--- src/sv/wav_header_parse_and_payload_stream_defines.svh ---
// assertion macros shared by the rtl
`ifndef WAV_HEADER_PARSE_AND_PAYLOAD_STREAM_DEFINES_SVH
`define WAV_HEADER_PARSE_AND_PAYLOAD_STREAM_DEFINES_SVH

// same-cycle implication, sampled on i_clk, quiet during reset
`define WAVHP_ASSERT_NOW(lbl, ante, cons, msg) \
    lbl: assert property (@(posedge i_clk) disable iff (!i_rst_n) (ante) |-> (cons)) \
        else $error(msg);

// next-cycle implication, sampled on i_clk, quiet during reset
`define WAVHP_ASSERT_NEXT(lbl, ante, cons, msg) \
    lbl: assert property (@(posedge i_clk) disable iff (!i_rst_n) (ante) |=> (cons)) \
        else $error(msg);

`endif

--- src/sv/wavhp_pkg.sv ---
`timescale 1ns / 1ps
package wavhp_pkg;

    localparam logic [31:0] TAG_RIFF    = 32'h5249_4646;
    localparam logic [31:0] TAG_WAVE    = 32'h5741_5645;
    localparam logic [31:0] TAG_FMT     = 32'h666d_7420;
    localparam logic [31:0] TAG_DATA    = 32'h6461_7461;
    localparam logic [31:0] FMT_MIN_LEN = 32'd16;
    localparam logic [31:0] TAG_LEN     = 32'd4;
    localparam logic [15:0] BITS_OK     = 16'd16;

    localparam logic [1:0] KIND_ACCEPT  = 2'd0;
    localparam logic [1:0] KIND_REJECT  = 2'd1;
    localparam logic [1:0] KIND_PAYLOAD = 2'd2;

    localparam logic [2:0] ST_OK        = 3'd0;
    localparam logic [2:0] ST_BAD_RIFF  = 3'd1;
    localparam logic [2:0] ST_BAD_WAVE  = 3'd2;
    localparam logic [2:0] ST_FMT_SHORT = 3'd3;
    localparam logic [2:0] ST_BAD_FMT   = 3'd4;
    localparam logic [2:0] ST_EARLY_END = 3'd5;

    typedef enum logic [3:0] {
        PH_RIFF    = 4'd0,
        PH_SIZE    = 4'd1,
        PH_WAVE    = 4'd2,
        PH_CKID    = 4'd3,
        PH_CKLEN   = 4'd4,
        PH_FMT     = 4'd5,
        PH_SKIP    = 4'd6,
        PH_PAYLOAD = 4'd7,
        PH_IDLE    = 4'd8
    } t_phase;

    typedef struct packed {
        t_phase      phase;
        logic [31:0] byte_count;
        logic [31:0] tag_shift;
        logic [31:0] chunk_length;
        logic [15:0] channels_seen;
        logic [31:0] rate_seen;
        logic [15:0] sample_bits_seen;
        logic [31:0] payload_left;
    } t_state;

    localparam t_state STATE_RESET = '{
        phase: PH_RIFF, byte_count: '0, tag_shift: '0, chunk_length: '0,
        channels_seen: '0, rate_seen: '0, sample_bits_seen: '0, payload_left: '0
    };

    typedef struct packed {
        logic        valid;
        logic [1:0]  kind;
        logic [2:0]  status;
        logic [7:0]  payload_byte;
        logic        last_payload;
        logic [15:0] num_channels;
        logic [31:0] rate_hz;
        logic [15:0] sample_width;
        logic [31:0] data_size;
    } t_result;

    typedef struct packed {
        t_phase phase;
        logic   header_open;
    } t_core_stat;

endpackage

--- src/sv/wavhp_if.sv ---
`timescale 1ns / 1ps
interface wavhp_in_if;
    logic       valid;
    logic       ready;
    logic [7:0] file_byte;
    logic       end_of_file;

    modport source (output valid, output file_byte, output end_of_file, input ready);
    modport sink   (input valid, input file_byte, input end_of_file, output ready);
endinterface

interface wavhp_out_if;
    logic        valid;
    logic        ready;
    logic [1:0]  kind;
    logic [2:0]  status;
    logic [7:0]  payload_byte;
    logic        last_payload;
    logic [15:0] num_channels;
    logic [31:0] rate_hz;
    logic [15:0] sample_width;
    logic [31:0] data_size;

    modport source (
        output valid, output kind, output status, output payload_byte,
        output last_payload, output num_channels, output rate_hz,
        output sample_width, output data_size, input ready
    );
    modport sink (
        input valid, input kind, input status, input payload_byte,
        input last_payload, input num_channels, input rate_hz,
        input sample_width, input data_size, output ready
    );
endinterface

--- src/sv/wavhp_core.sv ---
`timescale 1ns / 1ps
module wavhp_core (
    input  logic                 i_clk,
    input  logic                 i_rst_n,
    input  logic                 i_accept,
    input  logic [7:0]           i_file_byte,
    input  logic                 i_end_of_file,
    output wavhp_pkg::t_result   o_result,
    output wavhp_pkg::t_core_stat o_stat
);
    import wavhp_pkg::*;

    t_state      r_st;
    t_state      n_st;
    t_result     w_res;
    logic [31:0] w_cnt_inc;
    logic        w_header_open;
    logic        w_good;

    always_ff @(posedge i_clk) begin
        if (!i_rst_n) begin
            r_st <= STATE_RESET;
        end else if (i_accept) begin
            r_st <= n_st;
        end
    end

    always_comb begin
        n_st          = r_st;
        w_res         = '0;
        w_cnt_inc     = r_st.byte_count + 32'd1;
        w_header_open = (r_st.phase != PH_PAYLOAD) && (r_st.phase != PH_IDLE);
        w_good        = (r_st.channels_seen != 16'd0) && (r_st.rate_seen != 32'd0)
                        && (r_st.sample_bits_seen == BITS_OK);

        unique case (r_st.phase)
            PH_RIFF, PH_SIZE, PH_WAVE, PH_CKID: begin
                n_st.tag_shift  = {r_st.tag_shift[23:0], i_file_byte};
                n_st.byte_count = w_cnt_inc;
                if (w_cnt_inc >= TAG_LEN) begin
                    n_st.byte_count = '0;
                    unique case (r_st.phase)
                        PH_RIFF: begin
                            if (n_st.tag_shift == TAG_RIFF) begin
                                n_st.phase = PH_SIZE;
                            end else begin
                                w_res.valid  = 1'b1;
                                w_res.kind   = KIND_REJECT;
                                w_res.status = ST_BAD_RIFF;
                                n_st.phase   = PH_IDLE;
                            end
                        end
                        PH_SIZE: begin
                            n_st.phase = PH_WAVE;
                        end
                        PH_WAVE: begin
                            if (n_st.tag_shift == TAG_WAVE) begin
                                n_st.phase = PH_CKID;
                            end else begin
                                w_res.valid  = 1'b1;
                                w_res.kind   = KIND_REJECT;
                                w_res.status = ST_BAD_WAVE;
                                n_st.phase   = PH_IDLE;
                            end
                        end
                        default: begin
                            n_st.chunk_length = '0;
                            n_st.phase        = PH_CKLEN;
                        end
                    endcase
                end
            end
            PH_CKLEN: begin
                // length arrives little-endian, lane picked by byte position
                unique case (r_st.byte_count[1:0])
                    2'd0: n_st.chunk_length[7:0]   = i_file_byte;
                    2'd1: n_st.chunk_length[15:8]  = i_file_byte;
                    2'd2: n_st.chunk_length[23:16] = i_file_byte;
                    default: n_st.chunk_length[31:24] = i_file_byte;
                endcase
                n_st.byte_count = w_cnt_inc;
                if (w_cnt_inc >= TAG_LEN) begin
                    n_st.byte_count = '0;
                    if (r_st.tag_shift == TAG_FMT) begin
                        if (n_st.chunk_length < FMT_MIN_LEN) begin
                            w_res.valid  = 1'b1;
                            w_res.kind   = KIND_REJECT;
                            w_res.status = ST_FMT_SHORT;
                            n_st.phase   = PH_IDLE;
                        end else begin
                            n_st.phase = PH_FMT;
                        end
                    end else if (r_st.tag_shift == TAG_DATA) begin
                        w_res.valid       = 1'b1;
                        w_res.kind        = w_good ? KIND_ACCEPT : KIND_REJECT;
                        w_res.status      = w_good ? ST_OK : ST_BAD_FMT;
                        w_res.data_size   = n_st.chunk_length;
                        n_st.payload_left = n_st.chunk_length;
                        n_st.phase        = (w_good && (n_st.chunk_length != 32'd0))
                                            ? PH_PAYLOAD : PH_IDLE;
                    end else begin
                        n_st.phase = (n_st.chunk_length != 32'd0) ? PH_SKIP : PH_CKID;
                    end
                end
            end
            PH_FMT: begin
                if (r_st.byte_count == 32'd2) begin
                    n_st.channels_seen[7:0] = i_file_byte;
                end else if (r_st.byte_count == 32'd3) begin
                    n_st.channels_seen[15:8] = i_file_byte;
                end else if (r_st.byte_count[31:2] == 30'd1) begin
                    // bytes four to seven carry the rate
                    unique case (r_st.byte_count[1:0])
                        2'd0: n_st.rate_seen[7:0]   = i_file_byte;
                        2'd1: n_st.rate_seen[15:8]  = i_file_byte;
                        2'd2: n_st.rate_seen[23:16] = i_file_byte;
                        default: n_st.rate_seen[31:24] = i_file_byte;
                    endcase
                end else if (r_st.byte_count == 32'd14) begin
                    n_st.sample_bits_seen[7:0] = i_file_byte;
                end else if (r_st.byte_count == 32'd15) begin
                    n_st.sample_bits_seen[15:8] = i_file_byte;
                end
                n_st.byte_count = w_cnt_inc;
                if (w_cnt_inc >= r_st.chunk_length) begin
                    n_st.byte_count = '0;
                    n_st.phase      = PH_CKID;
                end
            end
            PH_SKIP: begin
                n_st.byte_count = w_cnt_inc;
                if (w_cnt_inc >= r_st.chunk_length) begin
                    n_st.byte_count = '0;
                    n_st.phase      = PH_CKID;
                end
            end
            PH_PAYLOAD: begin
                n_st.payload_left  = r_st.payload_left - 32'd1;
                w_res.valid        = 1'b1;
                w_res.kind         = KIND_PAYLOAD;
                w_res.status       = ST_OK;
                w_res.payload_byte = i_file_byte;
                w_res.last_payload = (n_st.payload_left == 32'd0) || i_end_of_file;
                w_res.data_size    = r_st.chunk_length;
                if (n_st.payload_left == 32'd0) begin
                    n_st.phase = PH_IDLE;
                end
            end
            default: begin
                n_st.phase = PH_IDLE;
            end
        endcase

        if (i_end_of_file && w_header_open && !w_res.valid) begin
            w_res.valid  = 1'b1;
            w_res.kind   = KIND_REJECT;
            w_res.status = ST_EARLY_END;
        end

        // format fields as they stand after this byte
        w_res.num_channels = n_st.channels_seen;
        w_res.rate_hz      = n_st.rate_seen;
        w_res.sample_width = n_st.sample_bits_seen;
        w_res.valid        = w_res.valid && i_accept;

        if (i_end_of_file) begin
            n_st = STATE_RESET;
        end
    end

    assign o_result           = w_res;
    assign o_stat.phase       = r_st.phase;
    assign o_stat.header_open = w_header_open;

endmodule

--- src/sv/wav_header_parse_and_payload_stream.sv ---
`timescale 1ns / 1ps
// Parses a WAV file presented one byte per transaction on i_in and emits at most one
// result per byte on o_out: a header accept or reject (with status, the format fields
// of the last fmt chunk and the data chunk size), then one transaction per payload
// byte with last_payload on the final one. A byte with end_of_file set closes the file;
// if the header was still open and that byte gave no result, a reject with the
// ended-early status goes out, and the parser then waits for a new RIFF tag. Every byte
// is handled in the cycle it is accepted, so the block takes one byte per clock; the
// single output register is the only storage between the sides, and i_in.ready is low
// only while that register holds a result that o_out has not taken.
`include "wav_header_parse_and_payload_stream_defines.svh"
module wav_header_parse_and_payload_stream (
    input logic         i_clk,
    input logic         i_rst_n,
    wavhp_in_if.sink    i_in,
    wavhp_out_if.source o_out
);
    import wavhp_pkg::*;

    logic       w_in_ready;
    logic       w_accept;
    t_result    w_res;
    t_core_stat w_stat;
    logic       r_valid;
    t_result    r_res;

    assign w_in_ready = !r_valid || o_out.ready;
    assign w_accept   = i_in.valid && w_in_ready;
    assign i_in.ready = w_in_ready;

    wavhp_core u_core (
        .i_clk         (i_clk),
        .i_rst_n       (i_rst_n),
        .i_accept      (w_accept),
        .i_file_byte   (i_in.file_byte),
        .i_end_of_file (i_in.end_of_file),
        .o_result      (w_res),
        .o_stat        (w_stat)
    );

    always_ff @(posedge i_clk) begin
        if (!i_rst_n) begin
            r_valid <= 1'b0;
        end else if (w_in_ready) begin
            r_valid <= w_res.valid;
        end
    end

    always_ff @(posedge i_clk) begin
        if (w_in_ready && w_res.valid) begin
            r_res <= w_res;
        end
    end

    assign o_out.valid        = r_valid;
    assign o_out.kind         = r_res.kind;
    assign o_out.status       = r_res.status;
    assign o_out.payload_byte = r_res.payload_byte;
    assign o_out.last_payload = r_res.last_payload;
    assign o_out.num_channels = r_res.num_channels;
    assign o_out.rate_hz      = r_res.rate_hz;
    assign o_out.sample_width = r_res.sample_width;
    assign o_out.data_size    = r_res.data_size;

    `WAVHP_ASSERT_NEXT(a_eof_restart, w_accept && i_in.end_of_file, w_stat.phase == PH_RIFF, "parser did not restart after end of file")
    `WAVHP_ASSERT_NOW(a_payload_ok, o_out.valid && (o_out.kind == KIND_PAYLOAD), (o_out.status == ST_OK) && (o_out.data_size != 32'd0), "payload transaction with bad status or size")
    `WAVHP_ASSERT_NOW(a_stall_blocks, o_out.valid && !o_out.ready, !i_in.ready, "input taken while result is stalled")
    `WAVHP_ASSERT_NOW(a_early_end, w_accept && i_in.end_of_file && w_stat.header_open, w_res.valid, "ended-early reject was not produced")

endmodule
--- src/flat_wrapper.sv ---
// flat-port wrapper written by rule: the top's interface ports become plain ports
module wav_header_parse_and_payload_stream_flat import wavhp_pkg::*;
  (i_clk, i_rst_n, i_in_valid, i_in_file_byte, i_in_end_of_file, i_in_ready, o_out_valid, o_out_kind, o_out_status, o_out_payload_byte, o_out_last_payload, o_out_num_channels, o_out_rate_hz, o_out_sample_width, o_out_data_size, o_out_ready);
  wavhp_in_if i_in_i ();
  wavhp_out_if o_out_i ();
  input logic i_clk;
  input logic i_rst_n;
  input wire logic [$bits(i_in_i.valid)-1:0] i_in_valid;
  input wire logic [$bits(i_in_i.file_byte)-1:0] i_in_file_byte;
  input wire logic [$bits(i_in_i.end_of_file)-1:0] i_in_end_of_file;
  output wire logic [$bits(i_in_i.ready)-1:0] i_in_ready;
  output wire logic [$bits(o_out_i.valid)-1:0] o_out_valid;
  output wire logic [$bits(o_out_i.kind)-1:0] o_out_kind;
  output wire logic [$bits(o_out_i.status)-1:0] o_out_status;
  output wire logic [$bits(o_out_i.payload_byte)-1:0] o_out_payload_byte;
  output wire logic [$bits(o_out_i.last_payload)-1:0] o_out_last_payload;
  output wire logic [$bits(o_out_i.num_channels)-1:0] o_out_num_channels;
  output wire logic [$bits(o_out_i.rate_hz)-1:0] o_out_rate_hz;
  output wire logic [$bits(o_out_i.sample_width)-1:0] o_out_sample_width;
  output wire logic [$bits(o_out_i.data_size)-1:0] o_out_data_size;
  input wire logic [$bits(o_out_i.ready)-1:0] o_out_ready;
  assign i_in_i.valid = i_in_valid;
  assign i_in_i.file_byte = i_in_file_byte;
  assign i_in_i.end_of_file = i_in_end_of_file;
  assign i_in_ready = i_in_i.ready;
  assign o_out_valid = o_out_i.valid;
  assign o_out_kind = o_out_i.kind;
  assign o_out_status = o_out_i.status;
  assign o_out_payload_byte = o_out_i.payload_byte;
  assign o_out_last_payload = o_out_i.last_payload;
  assign o_out_num_channels = o_out_i.num_channels;
  assign o_out_rate_hz = o_out_i.rate_hz;
  assign o_out_sample_width = o_out_i.sample_width;
  assign o_out_data_size = o_out_i.data_size;
  assign o_out_i.ready = o_out_ready;
  wav_header_parse_and_payload_stream u_core (.i_clk(i_clk), .i_rst_n(i_rst_n), .i_in(i_in_i), .o_out(o_out_i));
endmodule
--- config.mk ---
export PLATFORM = sky130hd
export DESIGN_NAME = wav_header_parse_and_payload_stream_flat
export DESIGN_NICKNAME = d
export VERILOG_FILES = /design/src/sv/wavhp_pkg.sv /design/src/sv/wavhp_if.sv /design/src/sv/wavhp_core.sv /design/src/sv/wav_header_parse_and_payload_stream.sv /design/src/flat_wrapper.sv
export VERILOG_INCLUDE_DIRS = /design/src /design/src/sv
export SDC_FILE = /design/constraint.sdc
export NUM_CORES = 1
export LEC_CHECK = 0
export ABC_AREA = 1
export BUFFER_PORTS_ARGS = -buffer_cell sky130_fd_sc_hd__buf_4
export CAP_MARGIN = 20
export CELL_PAD_IN_SITES_DETAIL_PLACEMENT = 2
export CELL_PAD_IN_SITES_GLOBAL_PLACEMENT = 2
export CORE_MARGIN = 2
export CORE_UTILIZATION = 37
export DETAILED_ROUTE_END_ITERATION = 12
export PLACE_DENSITY_LB_ADDON = 0.1
export SETUP_SLACK_MARGIN = 0.05
export SLEW_MARGIN = 15
export SYNTH_ARGS = -nofsm -noshare
export SYNTH_HDL_FRONTEND = slang
export SYNTH_SLANG_ARGS = --single-unit
--- constraint.sdc ---
create_clock -name i_clk -period 11.7 [get_ports i_clk]
set_input_delay 1.17 -clock i_clk [delete_from_list [all_inputs] [get_ports i_clk]]
set_output_delay 1.17 -clock i_clk [all_outputs]
set_load 0.01 [all_outputs]
==> run_results.csv <==
group,metric,value,unit
final_layout,antenna_cells,0,
setup_path,crit_required,11.87,ns
floorplan,std_cell_rows,77,
setup_path,path_delay_family,"simple AND/OR/NAND/NOR gates",
clock_tree,clk_latency,0.56,ns
timing,setup_violations,0,
routing,drc,0,
floorplan,io_pins,125,
clock_tree,cts.htree.levels,2,
logic_synthesis,syn_avg_cell_area,7.05,um2
setup_path,cp_max_fo,69,
logic_synthesis,yosysUniqueCellTypes,37,
power_and_ir_drop,finalPower,0.00275,W
setup_path,worst_path_most_repeated_cell,"nand2_1",
run,max_cap_violations,0,
logic_synthesis,syn_area,16400,um2
logic_synthesis,synth_cells,2320,
setup_path,crit_buf_inv,3,
clock_tree,cts_setup_buffers,0,
hold_path,worst_hold_path_type,"flop to flop",
grt,antenna_found_initial,0,
floorplan,fp.dieW,214,um
clock_tree,cts.clk_slew.worst_paths,0.06,ns
timing,setup_tns,0,ns
setup_path,critPathKind,"flop to flop",
floorplan,coreArea,43900,um2
setup_path,cp-end-kind,"flop",
logic_synthesis,ys_ff_latch,307,
routing,highest_layer,"met4",
final_layout,final_common_cell,"nand2_1",
timing,tightest_slew,1.05,ns
logic_synthesis,synthFlopType,"dfxtp_1",
final_layout,drive_above_1_share,9.42,%
floorplan,dieArea,45900,um2
clock_tree,cts_sinks,307,
setup_path,cp_cell_sequence,"ha_1, nand3_1, nor2_1, nand2_1, nand2_1, nand2_1, nand2_1, nor2_1, nand2_1, nor2_2, nand2_1, nand2_1, nand3_1, inv_1, nand2_1, nand2_1, inv_4, buf_4",
timing,hold_viol_final,0,
power_and_ir_drop,ir_drop,95.1,uV
routing,vias,16500,
routing,drt_wl_total,67.9,mm
logic_synthesis,yosysSeqAreaShare,44.3,%
final_layout,fillCellCount,5239,
setup_path,critPathLaunchType,"flop",
timing,rsz0062_at_grt,"no",
final_layout,area.growth.synth_to_final,16.6,%
grt,grt_pass1_wl,106,mm
routing,detail-route-antenna-nets,0,
grt,grt_max_degree,70,
placement,dp_hpwl,48.5,mm
setup_path,cp.arrival,5.18,ns
setup_path,slowest_stage,"buf_4",
floorplan,die_y,214,um
timing,skew,0.0197,ns
power_and_ir_drop,power.density,144,nW/um2
timing,slew_headroom,29.8,%
placement,gp_congestion,0.877,
grt,grtUsageTotal,29.3,%
routing,wl_met3,2.90,mm
grt,grt_pass1_vias,17800,
grt,grt_overflow,0,
clock_tree,cts_inserted_buffers,38,
timing,finalCritPeriodShare,42.7,%
placement,numPortBuffers,124,
logic_synthesis,synth-edff-count,110,
logic_synthesis,syn-num-nets,2371,
floorplan,start_util,37.2,%
final_layout,finalNetCount,2443,
logic_synthesis,yosysWarnings,0,
timing,slew_violations,0,
setup_path,cp_slowest_stage_delay,0.87,ns
routing,drt_iter0_markers,1235,
power_and_ir_drop,leakage,7.58,nW
routing,viasPerCell,5.48,
timing,post-route-min-period,5.00,ns
routing,wl_per_cell,22.5,um
clock_tree,cts_tree,"built",
routing,routedLengthMet1,31.8,mm
clock_tree,clk_path_buf_depth,3,
logic_synthesis,async_flop_share,0,%
final_layout,layout_common_cells,"623 x nand2_1, 265 x nor2_1, 250 x a21oi_1",
clock_tree,ctsResizeCount,0,
clock_tree,cts_root_buf,"clkbuf_16",
timing,max_freq,0.200,GHz
routing,dr.pass1.iters,5,
routing,wl_met2,31.2,mm
clock_tree,cts.hold.buffers_added,0,
outcome,status,"finished clean",
-- worst min-delay path: stages, from the launching register on --
cell	delay (ns)
dfxtp_1	0.31
nand2_1	0.06
a21oi_1	0.05
-- final cells by class --
| cell class | count | area (um2) | share of cell area [%] |
|---|---|---|---|
| Tap cell | 592 | 741 | 3.88 |
| Timing Repair Buffer | 140 | 1080 | 5.68 |
| Clock buffer | 54 | 1080 | 5.67 |
| Inverter | 252 | 953 | 5.00 |
| Sequential cell | 307 | 7250 | 38.0 |
| Clock inverter | 15 | 228 | 1.19 |
| Multi-Input combinational cell | 1653 | 7740 | 40.6 |
-- power by group --
part	leakage, nW	internal [W]	switching [W]
combinational	4.29	0.0000841	0.000233
clock	0.638	0.000776	0.000490
sequential	2.65	0.00114	0.0000235
-- metal layers --
layer,up-vias,GRT usage (%)
met2,352,47.7
li1,7753,-
met5,-,0
met1,8282,40.4
met3,114,3.91
met4,0,9.28
-- flip-flops by register name, indices dropped and copies added (netlist names) --
| signal | count |
|---|---|
| u_core.o_out.last_payload | 1 |
| u_core.o_out.data_size | 32 |
| u_core.o_out.sample_width | 16 |
| u_core.o_out.payload_byte | 8 |
| u_core.u_core.r_st | 192 |
| u_core.o_out.num_channels | 16 |
| u_core.o_out.rate_hz | 32 |
| u_core.o_out.status | 3 |
| u_core.o_out.kind | 2 |
| u_core.o_out.valid | 1 |
| u_core.u_core.o_stat | 4 |
-- cell families (layout without fill, tap and decap cells) --
group,after synthesis,after routing,synth area share (%)
flops,307,307,44.3
xor+xnor,17,17,0.910
buf+inv,360,461,8.49
compound gates,479,479,15.4
fa+ha+maj,38,38,2.91
simple gates,1119,1119,28.0
-- final timing paths --
path,slack (ns),start,end,cells after the start
setup reg to reg,6.70,u_core.u_core.r_st[160],u_core.o_out.data_size[1],18
hold reg to reg,0.47,u_core.u_core.r_st[78],u_core.u_core.r_st[78],2
setup / recovery,6.70,u_core.u_core.r_st[160],u_core.o_out.data_size[1],18
hold / removal,0.47,u_core.u_core.r_st[78],u_core.u_core.r_st[78],2
-- metrics by stage --
step                      instance area (um2)  instances  hold WS [ns]  worst slack (ns)  utilization (%)
after floorplan                         16400       2320         0.441              6.52                -
after global placement                  17700       2942         0.452              6.83             40.3
after detailed placement                17700       2942         0.463              6.59             40.3
after CTS                               19000       3011         0.471              6.66             43.3
after global routing                    19100       3013         0.498              6.33             43.4
final                                   19100       3013         0.465              6.70             43.4
-- cell usage after synthesis, drive strengths merged, types with 4 or more instances --
master | n | area (um2)
nand3 | 108 | 541
nor3 | 61 | 317
dfxtp | 197 | 3940
buf | 16 | 93.8
o211ai | 11 | 87.6
nor4 | 6 | 37.5
xor2 | 15 | 131
clkinv | 4 | 15.0
nand4 | 29 | 181
clkbuf | 92 | 349
or2 | 6 | 37.5
o22ai | 42 | 263
ha | 38 | 475
o21a | 9 | 67.6
a21oi | 250 | 1250
inv | 248 | 931
nor2 | 276 | 1060
edfxtp | 110 | 3300
o21ai | 163 | 816
nand2 | 629 | 2370
(Power assumes the default switching activity.)
